### src/hw/rtl/wes_pkg.sv
// Package for the weighted event selector.
// Holds default sizes, item and status codes, controller states and the
// command/status structs shared by the controller and the datapath.
`default_nettype none

package wes_pkg;

  localparam int unsigned MaxEventsDef  = 1024;
  localparam int unsigned WeightBitsDef = 32;

  localparam int unsigned IndexW   = 10;
  localparam int unsigned InWeightW = 32;
  localparam int unsigned UniformW = 32;
  localparam int unsigned TotalOutW = 42;
  localparam int unsigned CountW   = 11;
  localparam int unsigned ApbAddrW = 3;
  localparam int unsigned ApbDataW = 32;

  localparam logic RegActiveCount = 1'b0;

  typedef enum logic {
    KIND_WRITE  = 1'b0,
    KIND_SELECT = 1'b1
  } kind_e;

  typedef enum logic [1:0] {
    ST_WRITTEN = 2'd0,
    ST_CHOSEN  = 2'd1,
    ST_NONE    = 2'd2,
    ST_RANGE   = 2'd3
  } status_e;

  typedef enum logic [2:0] {
    S_CLEAR,
    S_IDLE,
    S_WR_RD,
    S_WR_UPD,
    S_MUL_LO,
    S_MUL_HI,
    S_SCAN
  } state_e;

  typedef struct packed {
    logic    accept;
    logic    clr_en;
    logic    wr_rd;
    logic    wr_upd;
    logic    mul_lo;
    logic    mul_hi;
    logic    scan_rd;
    logic    res_load;
    status_e res_code;
  } cmd_t;

  typedef struct packed {
    logic cfg_wr;
    logic is_select;
    logic out_of_range;
    logic total_zero;
    logic clr_last;
    logic scan_done;
  } dp_status_t;

endpackage

`default_nettype wire

### src/hw/rtl/wes_ctrl.sv
// Controller for the weighted event selector.
// Sequences clear, write, scale and scan steps; depends on wes_pkg.
`default_nettype none

module wes_ctrl (
  input  wire                  clk_i,
  input  wire                  rst_ni,
  input  wire                  start,
  output logic                 busy,
  input  wes_pkg::dp_status_t  status_i,
  output wes_pkg::cmd_t        cmd_o
);

  wes_pkg::state_e state_q, state_d;

  always_ff @(posedge clk_i or negedge rst_ni) begin
    if (!rst_ni) begin
      state_q <= wes_pkg::S_CLEAR;
    end else begin
      state_q <= state_d;
    end
  end

  always_comb begin
    state_d = state_q;
    case (state_q)
      wes_pkg::S_CLEAR: begin
        if (status_i.clr_last) state_d = wes_pkg::S_IDLE;
      end
      wes_pkg::S_IDLE: begin
        if (start) begin
          if (!status_i.is_select) begin
            if (!status_i.out_of_range) state_d = wes_pkg::S_WR_RD;
          end else if (!status_i.total_zero) begin
            state_d = wes_pkg::S_MUL_LO;
          end
        end
      end
      wes_pkg::S_WR_RD:  state_d = wes_pkg::S_WR_UPD;
      wes_pkg::S_WR_UPD: state_d = wes_pkg::S_IDLE;
      wes_pkg::S_MUL_LO: state_d = wes_pkg::S_MUL_HI;
      wes_pkg::S_MUL_HI: state_d = wes_pkg::S_SCAN;
      wes_pkg::S_SCAN: begin
        if (status_i.scan_done) state_d = wes_pkg::S_IDLE;
      end
      default: state_d = wes_pkg::S_CLEAR;
    endcase
    if (status_i.cfg_wr) state_d = wes_pkg::S_CLEAR;
  end

  always_comb begin
    cmd_o = '0;
    cmd_o.res_code = wes_pkg::ST_WRITTEN;
    case (state_q)
      wes_pkg::S_CLEAR: begin
        cmd_o.clr_en = 1'b1;
      end
      wes_pkg::S_IDLE: begin
        cmd_o.accept = start;
        if (start) begin
          if (!status_i.is_select) begin
            if (status_i.out_of_range) begin
              cmd_o.res_load = 1'b1;
              cmd_o.res_code = wes_pkg::ST_RANGE;
            end
          end else if (status_i.total_zero) begin
            cmd_o.res_load = 1'b1;
            cmd_o.res_code = wes_pkg::ST_NONE;
          end
        end
      end
      wes_pkg::S_WR_RD: begin
        cmd_o.wr_rd = 1'b1;
      end
      wes_pkg::S_WR_UPD: begin
        cmd_o.wr_upd   = 1'b1;
        cmd_o.res_load = 1'b1;
        cmd_o.res_code = wes_pkg::ST_WRITTEN;
      end
      wes_pkg::S_MUL_LO: begin
        cmd_o.mul_lo = 1'b1;
      end
      wes_pkg::S_MUL_HI: begin
        cmd_o.mul_hi = 1'b1;
      end
      wes_pkg::S_SCAN: begin
        if (status_i.scan_done) begin
          cmd_o.res_load = 1'b1;
          cmd_o.res_code = wes_pkg::ST_CHOSEN;
        end else begin
          cmd_o.scan_rd = 1'b1;
        end
      end
      default: begin
        cmd_o = '0;
      end
    endcase
  end

  assign busy = (state_q != wes_pkg::S_IDLE);

endmodule

`default_nettype wire

### config.mk
export PLATFORM = sky130hd
export DESIGN_NAME = wes_ctrl
export DESIGN_NICKNAME = d
export VERILOG_FILES = /design/src/hw/rtl/wes_pkg.sv /design/src/hw/rtl/wes_ctrl.sv
export SDC_FILE = /design/constraint.sdc
export NUM_CORES = 1
export LEC_CHECK = 0
export BUFFER_PORTS_ARGS = -buffer_cell sky130_fd_sc_hd__buf_2
export CAP_MARGIN = 20
export CORE_AREA = 2 2 39 41
export CTS_BUF_LIST = sky130_fd_sc_hd__clkbuf_4
export CTS_CLUSTER_SIZE = 20
export DETAILED_ROUTE_END_ITERATION = 16
export DIE_AREA = 0 0 41 43
export PLACE_DENSITY = 0.52
export RECOVER_POWER = 100
export SYNTH_ARGS = -nofsm -noshare
export SYNTH_HDL_FRONTEND = slang
export SYNTH_SLANG_ARGS = --single-unit
### constraint.sdc
create_clock -name clk_i -period 1.43 [get_ports clk_i]
set_input_delay 0.286 -clock clk_i [delete_from_list [all_inputs] [get_ports clk_i]]
set_output_delay 0.286 -clock clk_i [all_outputs]
set_load 0.02 [all_outputs]
# Word-level counts from Yosys, hierarchy flattened
# Index checks and enable logic that the tools add are counted.
classes:
  reduce_logical: 2
  muxes: 22
  n_eq_ne: 12
ops:
  columns: ["operator", "count"]
  rows:
  - ["3-bit 2-to-1 mux", 12]
  - ["3-bit one-hot mux with 7 select lines", 1]
  - ["3-bit == test (second input constant)", 3]
  - ["3-bit inequality test (second input constant)", 3]
  - ["3-bit one-hot mux with 3 select lines", 1]
  - ["1-bit 2-to-1 mux", 8]
  - ["4-bit inequality test (second input constant)", 2]
  - ["3-bit by 2-bit == test with 1-bit output (second input constant)", 2]
  - ["5-bit AND reduction", 1]
  - ["3-bit by 1-bit == test with 1-bit output (second input constant)", 1]
  - ["3-bit logical NOT", 1]
  - ["3-bit by 1-bit inequality test with 1-bit output (second input constant)", 1]
totals:
  register_bits: 3
  elab_cells: 37

# Depth between registers and ports, before layout
depth:
  ltp_word: 5
  ltp_mapped: 4
  mapped_depth_nobuf: 3

# Worst setup path before layout
# OpenSTA, ideal clock, no wires.
synth_path:
  kind: "register to register"
  from: "register state_q[2]"
  to: "register state_q[0]"
  path_stages_with_launch: 5
  slack_ns: 0.008
  t_required_ns: 1.310
  setup_time_ns: 0.120
  n_path_buf: 1
  arrival_time_ns: 1.302
  cell_sequence: "dfrtp_1 > buf_6 > nor3_1 > nand2b_1 > and3_1"
synth_via:
  elab_chain_cells: 3
synth_lines:
  columns: ["element", "line_no", "source"]
  rows:
  - ["from (decl)", "wes_ctrl.sv:14", "wes_pkg::state_e state_q, state_d;"]
  - ["from (signal assigned)", "wes_ctrl.sv:18", "state_q <= wes_pkg::S_CLEAR;"]
  - ["from (signal assigned)", "wes_ctrl.sv:20", "state_q <= state_d;"]
  - ["3-bit by 1-bit == test with 1-bit output, or another cell as far along", "wes_ctrl.sv:26", "case (state_q)"]
  - ["4-bit inequality test (no source line), or another cell as far along", null, null]
  - ["5-bit AND reduction (no source line) / 3-bit 2-to-1 mux (equally long branches)", null, null]
# Several ways; a longest one is shown, not always the timed one.
# A chain may end at the register's enable or synchronous reset.

==> run metrics <==
overall power=between 0.4 and 0.5 mW; skew final=slightly above 0.001 ns; synth unique cells=24; CTS sink count=3; #FFs+latches synth=3; Post-Syn Instances=40; Cell Area, Synth=317 sq um; I/O pins=20; first-pass GRT wire length=between 1500 and 2000 microns; Initial Utilization=0.229; register area share after synthesis=0.237; Synth area leaders=dfrtp_1 (24%), nand3b_1 (9.5%), buf_6 (7.1%); TritonRoute pass-1 iters=3; TritonCTS buffer count=3; Setup crit start kind=register; Post-DRT Antenna Nets=0; # setup viols final=10; cell taking the most area after synthesis=dfrtp_1; GRT Util Overall=0.128; wire length per cell=around 11 microns; Sequential Power Share=0.222; die area=1760 sq um; Worst Path Required=roughly 1.1 ns; Syn Area/Cell=7.91 sq um; WP data arrival=roughly 1.3 ns; initial antenna violation count=0; post-route cell area=around 630 sq um; status=finished, violations left; GP Congestion=a little over 0.7; antenna diode count=0; worst setup path category=reg -> out; CP endpoint kind=primary output; H-tree levels=1; Die X=roughly 41 microns; Peak Freq=645 MHz; PnR worst setup slack=-0.121 ns; max FFs per register=3; CTS Buffer Depth=2; Final Core Density=0.453; peak supply drop=between 0.0002 and 0.00025 V; P_leak=0.319 nW; reg2reg path depth=6; core box area=1380 sq um; slew at the pin closest to its max-slew limit=0.218 ns; Placed Area=around 440 sq um; row count=14; P&R area growth vs syn=98.0%; largest register by flop count=state_q; power share of the combinational group=0.413; vias per cell=approximately 4.5; post-detail-place hpwl=about 660 microns; biggest registers after layout=state_q x3; final hold vios=0; relative slew slack=0.850; CP max FO=7; # DRC=0; power per cell area=approximately 730 nW/um^2; Hold WC Path Type=in -> reg; vias in the first global route=roughly 400; final WL=972 microns; Root Driver=clkbuf_4; RSZ-0062 raised after global routing=true; minimum clock period=~1.6 ns; Via Count=410; DP Worst Slack=0.0674 ns; CTS tree=yes; Setup crit start=state_q[0]; hold path cells=2; total grt overflow=0; internal cell power=approximately 0.32 mW; fill count=roughly 150; slowest stage cell, crit path=dfrtp_2; failing checks=setup timing; Post-layout nets=85; Max Cap Viol=0; largest net degree at the start of global routing=8; Net Sw Frac=0.294; DR iter-0 viols=5; Worst path max stage delay=approximately 0.43 ns; crit path cell chain=nor2b_4 > and2_1 > nand3b_1 > buf_2; final period utilization=1.08; post-synth top area share=0.237; CTS clk-pin slew, worst paths=0.04 ns; Die Ht=43 microns; HP Start=status_i[5]; Switch Pwr=approximately 0.13 mW; port bufs=19; Synth Net Count=between 40 and 50; Slew Limit Fails=0; Clk pwr share=0.365; share of layout cells above drive strength 1=0.600; reg2reg start=state_q[0]; Ys Warns=0; worst skew pair latency=0.23 ns
cells in the mapped netlist (all sizes together):
| cell | count |
|---|---|
| nand2 | 4 |
| nand3b | 4 |
| o21ai | 4 |
| dfrtp | 3 |
| nor2b | 3 |
| a21oi | 2 |
| and2 | 2 |
| and2b | 2 |
| buf | 2 |
| inv | 2 |
| nor2 | 2 |
| a211oi | 1 |
| a31oi | 1 |
| and3 | 1 |
| mux2i | 1 |
| nand2b | 1 |
| nand3 | 1 |
| nand4b | 1 |
| nor3 | 1 |
| nor3b | 1 |
| or3b | 1 |
metal layers:
layer,track usage,wire length (microns),up-vias
li1,-,-,209
met1,0.161,418,188
met2,0.200,504,13
met3,0.00524,50,0
met4,0.0800,0,0
met5,0,0,-
critical path: cells and delay by family, from the launching register on:
family                 cells  cell delay, ns
buffers and inverters      1            0.16
DFF                        1            0.43
and+or+nand+nor            3            0.45
cells in the final DEF, fill, tap and decap left out, types with 2 or more instances in the layout:
cell type	netlist	routed
clkbuf_4	0	4
dfrtp_2	0	2
nand3b_1	4	4
nor2b_1	2	2
nand2_1	4	4
buf_2	0	8
o21ai_1	2	2
and2b_2	2	2
o21ai_0	2	2
buf_4	0	15
buf_6	2	8
inv_1	2	2
nor2_1	2	2
metrics by stage:
| stage | hold WS (ns) | std cells | setup TNS [ns] |
|---|---|---|---|
| 2_1_floorplan | -0.00959 | 40 | 0 |
| 3_3_place_gp | 0.0851 | 77 | 0 |
| 3_5_place_dp | 0.0851 | 77 | 0 |
| 4_1_cts | 0.230 | 88 | -0.730 |
| 5_1_grt | 0.250 | 91 | -1.26 |
| 6_report | 0.247 | 91 | -0.667 |
path summary, 6_finish.rpt:
| kind | end | slack (ns) |
|---|---|---|
| min in group asynchronous | state_q[1] | 0.40 |
| worst max-delay path | cmd_o[2] | -0.12 |
| worst max register to register | state_q[0] | 0.06 |
| max in group asynchronous | state_q[2] | 0.87 |
| worst min-delay path | state_q[2] | 0.25 |
| worst min register to register | state_q[1] | 0.64 |
repair_timing:
| action | 4_1_cts | 5_1_grt |
|---|---|---|
| resized for setup | 20 | 6 |
| pin swaps | 3 | 3 |
| buffers inserted | 6 | 3 |
| endpoints found under the setup margin | 11 | 11 |
| hold buffers | 1 | 0 |
| endpoints found under the hold margin | 3 | 0 |
power groups by stage:
stage / sequential (mW) / combinational [mW] / clock (mW)
2_1_floorplan: 0.0972 / 0.0795 / 0
3_3_place_gp: 0.101 / 0.123 / 0
3_5_place_dp: 0.101 / 0.123 / 0
4_1_cts: 0.101 / 0.173 / 0.178
5_1_grt: 0.103 / 0.205 / 0.183
6_report: 0.102 / 0.189 / 0.167
cells by family (layout without fill, tap and decap cells):
family,after synthesis,in the layout,synth area share
and+or+nand+nor,24,24,0.486
AOI/OAI and AO/OA,8,8,0.150
buffers and inverters,4,39,0.0949
DFF,3,3,0.237
muxes,1,1,0.0316
area by class of cell:
cell class	count	area [sq um]	share of cell area
Timing Repair Buffer	33	256	0.409
Multi-Input combinational cell	33	235	0.375
Tap cell	16	20.0	0.0319
Inverter	2	7.51	0.0120
Sequential cell	3	77.6	0.124
Clock buffer	4	30.0	0.0479
No activity file was read; power rests on OpenSTA's default activity.
